File: src/rtl/srma_pkg.sv
// srma_pkg: shared widths, register indexes and reset values for the
// spike-rejecting moving average. No dependencies.
`default_nettype none

package srma_pkg;

	// Sample and field widths (Q23.8 samples)
	localparam int DATA_W     = 32;
	localparam int WLEN_W     = 7;
	localparam int THR_W      = 24;

	// Configuration channel
	localparam int CFG_IDX_W  = 1;
	localparam int CFG_DATA_W = 24;

	typedef logic [CFG_IDX_W-1:0] cfg_idx_t;

	localparam cfg_idx_t REG_WINDOW_LENGTH    = cfg_idx_t'(0);
	localparam cfg_idx_t REG_REJECT_THRESHOLD = cfg_idx_t'(1);

	// Register reset values
	localparam logic [WLEN_W-1:0] WLEN_RST = WLEN_W'(16);
	localparam logic [THR_W-1:0]  THR_RST  = THR_W'(7680);

	// Default store depth
	localparam int MAX_DEPTH_DEF = 64;

endpackage

`default_nettype wire

File: src/rtl/srma_ram.sv
// srma_ram: generic simple dual-port RAM, one write port and one read
// port with registered read data. No dependencies.
`default_nettype none

module srma_ram #(
	parameter int WIDTH = 32,
	parameter int DEPTH = 64
) (
	input  wire logic                     clk,
	input  wire logic                     we,
	input  wire logic [$clog2(DEPTH)-1:0] waddr,
	input  wire logic [WIDTH-1:0]         wdata,
	input  wire logic [$clog2(DEPTH)-1:0] raddr,
	output      logic [WIDTH-1:0]         rdata
);

	logic [WIDTH-1:0] mem_q [DEPTH];

	// write port
	always_ff @(posedge clk) begin
		if (we) begin
			mem_q[waddr] <= wdata;
		end
	end

	// registered read port
	always_ff @(posedge clk) begin
		rdata <= mem_q[raddr];
	end

endmodule

`default_nettype wire

File: src/rtl/srma_div.sv
// srma_div: bit-serial restoring divider, unsigned, one quotient bit per
// cycle through a shift register. No dependencies.
`default_nettype none

module srma_div #(
	parameter int DW = 38,
	parameter int VW = 7
) (
	input  wire logic          clk,
	input  wire logic          arst_n,
	input  wire logic          start,
	input  wire logic [DW-1:0] dividend,
	input  wire logic [VW-1:0] divisor,
	output      logic          done,
	output      logic [DW-1:0] quotient
);

	localparam int CNTW = $clog2(DW + 1);

	logic            busy_q;
	logic            done_q;
	logic [CNTW-1:0] cnt_q;
	logic [VW-1:0]   rem_q;
	logic [VW-1:0]   dvs_q;
	logic [DW-1:0]   quo_q;   // dividend bits leave at the top, quotient bits enter below

	logic [VW:0]     trial;
	logic [VW:0]     trial_sub;
	logic            ge;

	// one restoring step
	always_comb begin
		trial     = {rem_q, quo_q[DW-1]};
		trial_sub = trial - {1'b0, dvs_q};
		ge        = (trial >= {1'b0, dvs_q});
	end

	// control
	always_ff @(posedge clk or negedge arst_n) begin
		if (!arst_n) begin
			busy_q <= 1'b0;
			done_q <= 1'b0;
			cnt_q  <= '0;
		end else begin
			done_q <= busy_q && !start && (cnt_q == CNTW'(1));
			if (start) begin
				busy_q <= 1'b1;
				cnt_q  <= CNTW'(DW);
			end else if (busy_q) begin
				cnt_q <= cnt_q - 1'b1;
				if (cnt_q == CNTW'(1)) begin
					busy_q <= 1'b0;
				end
			end
		end
	end

	// datapath
	always_ff @(posedge clk) begin
		if (start) begin
			quo_q <= dividend;
			rem_q <= '0;
			dvs_q <= divisor;
		end else if (busy_q) begin
			quo_q <= {quo_q[DW-2:0], ge};
			rem_q <= ge ? trial_sub[VW-1:0] : trial[VW-1:0];
		end
	end

	assign done     = done_q;
	assign quotient = quo_q;

endmodule

`default_nettype wire

File: src/rtl/spike_rejecting_moving_average.sv
// spike_rejecting_moving_average: top level. Spike check, window pass over
// a circular store, bit-serial divide. Uses srma_pkg, srma_ram, srma_div.
//
//  channel  | signals                          | beat contents
//  ---------+----------------------------------+-----------------------------------
//  input    | s_tvalid s_tready s_tdata        | sample_in [31:0]
//  output   | m_tvalid m_tready m_tdata m_tuser| filtered_out [31:0]; sample_rejected
//  config   | cfg_valid cfg_ready cfg_index    | 0: window_length [6:0]
//           | cfg_data                         | 1: reject_threshold [23:0]
//
// Steps: the first beat after reset is accepted and goes straight to the
// output. Each later beat is accepted, checked, passed over the window
// through the RAM read port, loaded into the divider, divided bit by bit
// ending in a done step, and sent out.
// Reset: no store clearing; the window fill count starts at zero, so all
// entries read as the last output until written. Config is always ready.
// A result waiting in the output register does not block the next input.
`default_nettype none

module spike_rejecting_moving_average #(
	parameter int MAX_DEPTH = srma_pkg::MAX_DEPTH_DEF
) (
	input  wire logic                           clk,
	input  wire logic                           arst_n,
	// input stream
	input  wire logic                           s_tvalid,
	output      logic                           s_tready,
	input  wire logic [srma_pkg::DATA_W-1:0]    s_tdata,   // [31:0] sample_in
	// output stream
	output      logic                           m_tvalid,
	input  wire logic                           m_tready,
	output      logic [srma_pkg::DATA_W-1:0]    m_tdata,   // [31:0] filtered_out
	output      logic [0:0]                     m_tuser,   // [0] sample_rejected
	// configuration writes
	input  wire logic                           cfg_valid,
	output      logic                           cfg_ready,
	input  wire logic [srma_pkg::CFG_IDX_W-1:0] cfg_index,
	input  wire logic [srma_pkg::CFG_DATA_W-1:0] cfg_data
);

	localparam int DW = srma_pkg::DATA_W;
	localparam int AW = $clog2(MAX_DEPTH);
	localparam int NW = $clog2(MAX_DEPTH + 1);
	localparam int SW = DW + $clog2(MAX_DEPTH);
	localparam int CW = (NW > srma_pkg::WLEN_W) ? NW : srma_pkg::WLEN_W;

	typedef enum logic [5:0] {
		ST_IDLE  = 6'b000001,
		ST_CHECK = 6'b000010,
		ST_PASS  = 6'b000100,
		ST_DIVL  = 6'b001000,
		ST_DIV   = 6'b010000,
		ST_HOLD  = 6'b100000
	} state_t;

	state_t st_q;

	// configuration registers
	logic [srma_pkg::WLEN_W-1:0] wlen_q;
	logic [srma_pkg::THR_W-1:0]  thr_q;

	// item state
	logic          primed_q;
	logic [DW-1:0] last_q;     // last output, also value of entries past the fill
	logic [NW-1:0] nprev_q;    // entries of the store that hold real window data
	logic [AW-1:0] base_q;     // window entry 0 is the physical slot after this one
	logic [NW-1:0] n_q;        // window length of the current item
	logic [DW-1:0] sample_q;
	logic [DW-1:0] new_q;      // value entering the window
	logic          rej_q;
	logic [DW-1:0] res_q;

	// window pass
	logic [NW-1:0] idx_q;
	logic [AW-1:0] addr_q;
	logic          vld_s1;
	logic          tail_s1;
	logic          last_s1;
	logic [AW-1:0] waddr_s1;
	logic [SW-1:0] acc_q;
	logic          neg_q;

	// output register
	logic          m_tvalid_q;
	logic [DW-1:0] m_data_q;
	logic          m_rej_q;

	logic [DW-1:0] ram_rdata;
	logic          ram_we;
	logic [DW-1:0] val;
	logic [SW-1:0] acc_next;
	logic          issue;
	logic          div_start;
	logic          div_done;
	logic [SW-1:0] div_quot;
	logic [SW-1:0] dividend;
	logic [SW-1:0] quot_signed;
	logic [NW-1:0] n_eff;
	logic [CW-1:0] wlen_ext;
	logic signed [DW:0] diff;
	logic signed [DW:0] thr_s;
	logic          out_free;

	function automatic logic [AW-1:0] wrap_inc(input logic [AW-1:0] a);
		return (a == AW'(MAX_DEPTH - 1)) ? '0 : a + 1'b1;
	endfunction

	// effective window length, clamped to 1..MAX_DEPTH
	always_comb begin
		wlen_ext = CW'(wlen_q);
		if (wlen_q == '0) begin
			n_eff = NW'(1);
		end else if (wlen_ext > CW'(MAX_DEPTH)) begin
			n_eff = NW'(MAX_DEPTH);
		end else begin
			n_eff = NW'(wlen_ext);
		end
	end

	// spike check on the exact difference
	always_comb begin
		diff  = $signed({sample_q[DW-1], sample_q}) - $signed({last_q[DW-1], last_q});
		thr_s = $signed({{(DW + 1 - srma_pkg::THR_W){1'b0}}, thr_q});
	end

	// window pass: entry value, accumulate, write back filled entries
	always_comb begin
		issue    = (st_q == ST_PASS) && (idx_q < n_q);
		val      = last_s1 ? new_q : (tail_s1 ? last_q : ram_rdata);
		acc_next = acc_q + {{(SW - DW){val[DW-1]}}, val};
		ram_we   = vld_s1 && (last_s1 || tail_s1);
	end

	// divider operands and signed result
	always_comb begin
		div_start   = (st_q == ST_DIVL);
		dividend    = acc_q[SW-1] ? (~acc_q + 1'b1) : acc_q;
		quot_signed = neg_q ? (~div_quot + 1'b1) : div_quot;
		out_free    = !m_tvalid_q || m_tready;
	end

	srma_ram #(
		.WIDTH (DW),
		.DEPTH (MAX_DEPTH)
	) u_ram (
		.clk   (clk),
		.we    (ram_we),
		.waddr (waddr_s1),
		.wdata (val),
		.raddr (addr_q),
		.rdata (ram_rdata)
	);

	srma_div #(
		.DW (SW),
		.VW (NW)
	) u_div (
		.clk      (clk),
		.arst_n   (arst_n),
		.start    (div_start),
		.dividend (dividend),
		.divisor  (n_q),
		.done     (div_done),
		.quotient (div_quot)
	);

	// configuration registers
	always_ff @(posedge clk or negedge arst_n) begin
		if (!arst_n) begin
			wlen_q <= srma_pkg::WLEN_RST;
			thr_q  <= srma_pkg::THR_RST;
		end else if (cfg_valid) begin
			unique case (cfg_index)
				srma_pkg::REG_WINDOW_LENGTH: begin
					wlen_q <= cfg_data[srma_pkg::WLEN_W-1:0];
				end
				srma_pkg::REG_REJECT_THRESHOLD: begin
					thr_q <= cfg_data[srma_pkg::THR_W-1:0];
				end
			endcase
		end
	end

	// sequencer and control state
	always_ff @(posedge clk or negedge arst_n) begin
		if (!arst_n) begin
			st_q       <= ST_IDLE;
			primed_q   <= 1'b0;
			last_q     <= '0;
			nprev_q    <= '0;
			base_q     <= '0;
			idx_q      <= '0;
			vld_s1     <= 1'b0;
			m_tvalid_q <= 1'b0;
		end else begin
			vld_s1 <= issue;
			// the hold state reloads the output register itself
			if (m_tvalid_q && m_tready && (st_q != ST_HOLD)) begin
				m_tvalid_q <= 1'b0;
			end
			unique case (st_q)
				ST_IDLE: begin
					if (s_tvalid) begin
						if (!primed_q) begin
							primed_q <= 1'b1;
							last_q   <= s_tdata;
							nprev_q  <= '0;
							st_q     <= ST_HOLD;
						end else begin
							st_q <= ST_CHECK;
						end
					end
				end
				ST_CHECK: begin
					idx_q <= '0;
					st_q  <= ST_PASS;
				end
				ST_PASS: begin
					if (issue) begin
						idx_q <= idx_q + 1'b1;
					end
					if (vld_s1 && last_s1) begin
						st_q <= ST_DIVL;
					end
				end
				ST_DIVL: begin
					st_q <= ST_DIV;
				end
				ST_DIV: begin
					if (div_done) begin
						last_q  <= quot_signed[DW-1:0];
						nprev_q <= n_q;
						base_q  <= wrap_inc(base_q);
						st_q    <= ST_HOLD;
					end
				end
				ST_HOLD: begin
					if (out_free) begin
						m_tvalid_q <= 1'b1;
						st_q       <= ST_IDLE;
					end
				end
			endcase
		end
	end

	// payload registers
	always_ff @(posedge clk) begin
		if (st_q == ST_IDLE && s_tvalid) begin
			sample_q <= s_tdata;
			n_q      <= n_eff;
			res_q    <= s_tdata;
			rej_q    <= 1'b0;
		end
		if (st_q == ST_CHECK) begin
			rej_q  <= (diff > thr_s) || (diff < -thr_s);
			new_q  <= ((diff > thr_s) || (diff < -thr_s)) ? last_q : sample_q;
			addr_q <= wrap_inc(base_q);
			acc_q  <= '0;
		end
		if (issue) begin
			addr_q   <= wrap_inc(addr_q);
			waddr_s1 <= addr_q;
			tail_s1  <= (({1'b0, idx_q} + 1'b1) >= {1'b0, nprev_q});
			last_s1  <= (idx_q == n_q - 1'b1);
		end
		if (vld_s1) begin
			acc_q <= acc_next;
		end
		if (div_start) begin
			neg_q <= acc_q[SW-1];
		end
		if (st_q == ST_DIV && div_done) begin
			res_q <= quot_signed[DW-1:0];
		end
		if (st_q == ST_HOLD && out_free) begin
			m_data_q <= res_q;
			m_rej_q  <= rej_q;
		end
	end

	assign s_tready  = (st_q == ST_IDLE);
	assign cfg_ready = 1'b1;
	assign m_tvalid  = m_tvalid_q;
	assign m_tdata   = m_data_q;
	assign m_tuser   = m_rej_q;

	// divider finishes only while the sequencer waits for it
	a_div_done_in_div: assert property (@(posedge clk) disable iff (!arst_n)
		div_done |-> (st_q == ST_DIV))
		else $error("divider done outside divide state");

	// a new result is loaded only from the hold state
	a_out_from_hold: assert property (@(posedge clk) disable iff (!arst_n)
		$rose(m_tvalid_q) |-> $past(st_q == ST_HOLD))
		else $error("output loaded outside hold state");

	// write-back never hits the slot being read in the same cycle
	a_no_rw_clash: assert property (@(posedge clk) disable iff (!arst_n)
		(ram_we && issue) |-> (waddr_s1 != addr_q))
		else $error("store write and read at the same slot");

	// fill count never passes the store depth
	a_fill_bound: assert property (@(posedge clk) disable iff (!arst_n)
		nprev_q <= NW'(MAX_DEPTH))
		else $error("window fill count beyond store depth");

endmodule

`default_nettype wire

File: config.mk
export PLATFORM = sky130hd
export DESIGN_NAME = spike_rejecting_moving_average
export DESIGN_NICKNAME = d
export VERILOG_FILES = /design/src/rtl/srma_pkg.sv /design/src/rtl/srma_ram.sv /design/src/rtl/srma_div.sv /design/src/rtl/spike_rejecting_moving_average.sv
export SDC_FILE = /design/constraint.sdc
export NUM_CORES = 2
export LEC_CHECK = 0
export ABC_AREA = 1
export BUFFER_PORTS_ARGS = -buffer_cell sky130_fd_sc_hd__buf_2
export CAP_MARGIN = 20
export CORE_UTILIZATION = 31
export CTS_CLUSTER_DIAMETER = 150
export CTS_CLUSTER_SIZE = 24
export DETAILED_ROUTE_END_ITERATION = 12
export HOLD_SLACK_MARGIN = 0.03
export PLACE_DENSITY = 0.42
export SLEW_MARGIN = 10
export SYNTH_ARGS = -nofsm -noshare
export SYNTH_HDL_FRONTEND = slang
export SYNTH_HIERARCHICAL = 1
export SYNTH_SLANG_ARGS = --single-unit
File: constraint.sdc
create_clock -name clk -period 5.8 [get_ports clk]
set_input_delay 1.16 -clock clk [delete_from_list [all_inputs] [get_ports clk]]
set_output_delay 1.16 -clock clk [all_outputs]
set_load 0.05 [all_outputs]
==> flow_summary.ini <==
[sta]
finalSetupViolations = 0
final_hold_viol_count = 0
setup_total_negative_slack_ps = 0
post-route-period-util_pct = 81.5
grt_setup_unrepaired = false
holdWs_ps = 294
timing_worst_slew_pin_value_ps = 1130
slew-limit-headroom_pct = 24.6
finalWorstPathRequiredPeriod_ps = 4730
maxClockFrequency_mhz = 212
finalMaxSlewViolations = 0
finalClockSkew_ps = 70.2

[clock_tree]
cts_num_sinks = 2422
ctsHtreeMaxLevel = 3
post_cts_resized = 0
tritoncts_clock_tree = yes
clockBufferDepth = 4
holdBufCountCts = 0
cts_root_buf = clkbuf_16
clk_pin_slew_worst_paths_ps = 110
cts.repair_timing.setup_buffer_count = 0
clock_latency_on_the_worst_skew_pair_ps = 940
cts-buffers-inserted = 115

[yosys]
synth-edff-count = 2283
synth_warnings = 6
ys_ff_latch = 2422
synth_top_family_by_area = simple AND/OR/NAND/NOR gates
synthTopCellsByCount = 2924 x nand2_1, 2283 x edfxtp_1, 2007 x nand3_1
synth.most_common_cell = nand2_1
synth_top_cell_by_area = edfxtp_1
netlist_instances = 9546
synth_top_area_share_pct = 65.1
yosys.area_share.adder_pct = 1.88
syn_nets = 9764
post_synth.cell_area_avg_sq_um = 11.0
synth_xor_area_share_pct = 1.05
dominantRegCellSynth = edfxtp_1
synth_compound_area_share_pct = 2.82
post_synth_main_area_contributors = edfxtp_1 65%, nand2_1 10%, nand3_1 9.5%, dfrtp_1 2.2%, ha_1 1.8%
synth_simple_gate_area_share_pct = 22.3
ys_types = 67
synth_area_sq_mm = 0.105
synthArstFlopShare_pct = 4.13
synth.area.mux_share_pct = 0
ys_seq_area_share_pct = 68.3

[setup_path]
critical-path-top-cell-by-count = nand2_1
setup.worst_path.class = reg -> reg
crit_slowest_cell = dfrtp_1
endpoint_kind = register
critPathMaxStageDelay_ps = 430
critical_path.startpoint_type = register
crit_arrival_ps = 5370
crit_family = simple AND/OR/NAND/NOR gates
path_max_fanout = 33
cp_num_buf_inv = 5
worst_ep_required_time_ps = 6450

[worst_hold_path]
hp-class = in -> async

[global_routing]
gr-usage-all-layers_pct = 20.2
grt_pass1_vias = 68100
grt.overflow.total = 0
maximum_number_of_pins_on_one_net_before_global_route_repair = 176
grt_antenna_before_repair = 10
grt_pass1_wl_um = 505000

[finish]
area_growth_syn_to_layout_pct = 9.42
drive_above_1_share_pct = 6.51
fin_util_pct = 34.2
design.final.nets = 9678
n_fill_cell = 33600

[place]
post-dp-hpwl_um = 200000
finalWeightedCongestion = 0.879
numPortBuffers = 96

[power_and_ir_drop]
post-layout-total-power_w = 0.0285
p_leak_nw = 41.2
power.density_mw_per_mm2 = 248
ir_drop_worst_vdd_v = 0.000220

[drt]
drc = 0
route.detailed.vias_per_inst = 5.09
wl_um = 353000
detail-route-antenna-nets = 0
detailedRoute.firstIterationViolations = 7076
num_vias = 71300
route.detailed.wl_per_inst_um = 25.2
detailedRoute.firstPassIterationCount = 6

[die]
fp.dieArea_sq_mm = 0.342
coreArea_sq_mm = 0.337
chipWidth_um = 585
top_level_ports = 98
std_cell_rows = 213
initial_utilization_pct = 31.2
chipHeight_um = 585

[outcome]
run_status = completed

[run]
drv.max_cap_violation_count = 0
[final timing paths]
kind | from | endpoint | slack (ps) | depth (start not counted)
min in group clk | res_q[30]$_DFFE_PP_ | m_tdata[30]$_DFFE_PP_ | 420 | 0
min reg2reg | res_q[30]$_DFFE_PP_ | m_tdata[30]$_DFFE_PP_ | 420 | 0
max in group asynchronous | arst_n | last_q[28]$_DFFE_PN0P_ | 4100 | 2
min | arst_n | thr_q[15]$_DFFE_PN0P_ | 290 | 1
max | thr_q[0]$_DFFE_PN0P_ | new_q[24]$_DFFE_PP_ | 1070 | 36
max reg2reg | thr_q[0]$_DFFE_PN0P_ | new_q[24]$_DFFE_PP_ | 1070 | 36
[cell usage in the layout (no fill, tap or decap), drive strengths merged, types with 98 or more instances in the layout]
cell	n
nand2	2935
edfxtp	2283
nand3	2014
inv	344
nor2	322
buf	322
a21oi	235
o21ai	201
ha	153
clkbuf	148
xor2	98
[flip-flops by register name, indices dropped and copies added (netlist names), 6 cells and up]
| register | flops |
|---|---|
| wlen_ext | 7 |
| n_q | 7 |
| last_q | 32 |
| sample_q | 32 |
| u_div/dvs_q | 7 |
| base_q | 6 |
| waddr_s1 | 6 |
| u_ram/mem_q | 2048 |
| u_div/rem_q | 7 |
| u_ram/rdata | 32 |
| res_q | 32 |
| st_q | 6 |
| addr_q | 6 |
| u_div/quotient | 38 |
| new_q | 32 |
| idx_q | 7 |
| thr_q | 24 |
| nprev_q | 7 |
| acc_q | 38 |
| m_tdata | 32 |
| u_div/cnt_q | 6 |
[layer usage]
metal  routed length, um  share of wire (%)  vias to the layer above  GRT usage [%]
met5                  13             0.0037                        -              0
met1              166000                 47                    36100           29.5
li1                    -                  -                    33100              -
met3               17100                4.8                      316           1.81
met2              161000                 45                     1832           32.2
met4                9550                2.7                        2           5.39
[worst register-to-register path: cells and delay by family (launching register included)]
family / cells / cell delay (ps)
AO/OA/AOI/OAI: 1 / 120
AND/OR/NAND/NOR: 28 / 3050
flip-flops: 1 / 430
adder cells (fa/ha/maj): 2 / 430
buffers and inverters: 5 / 410
[final cells by class]
cell class	count	area [sq um]	share of cell area, %
Clock inverter	5	50.0	0.0435
Timing Repair Buffer	322	2830	2.45
Inverter	343	1330	1.15
Clock buffer	148	3040	2.64
Multi-Input combinational cell	6256	30400	26.4
Tap cell	4515	5650	4.91
Antenna cell	10	25.0	0.0217
Sequential cell	2422	71800	62.4
[kinds of logic after synthesis]
kind of cell | count (synthesis)
buffers and inverters | 868
XOR/XNOR | 126
AND/OR/NAND/NOR | 5435
adder cells (fa/ha/maj) | 156
flip-flops | 2422
other | 1
AO/OA/AOI/OAI | 538
[through the flow]
step,cell area [sq um],instances,setup slack [ps]
5_1_grt,115000,14000,638
2_1_floorplan,105000,9546,53.9
4_1_cts,115000,14000,1000
6_report,115000,14000,1070
3_3_place_gp,112000,13900,970
3_5_place_dp,112000,13900,1020
[power breakdown]
group	total [W]	switching (W)	internal, W
logic	0.000332	0.000227	0.000105
clock network	0.00933	0.00563	0.00370
registers	0.0189	0.0000303	0.0189
(Power assumes the default switching activity.)
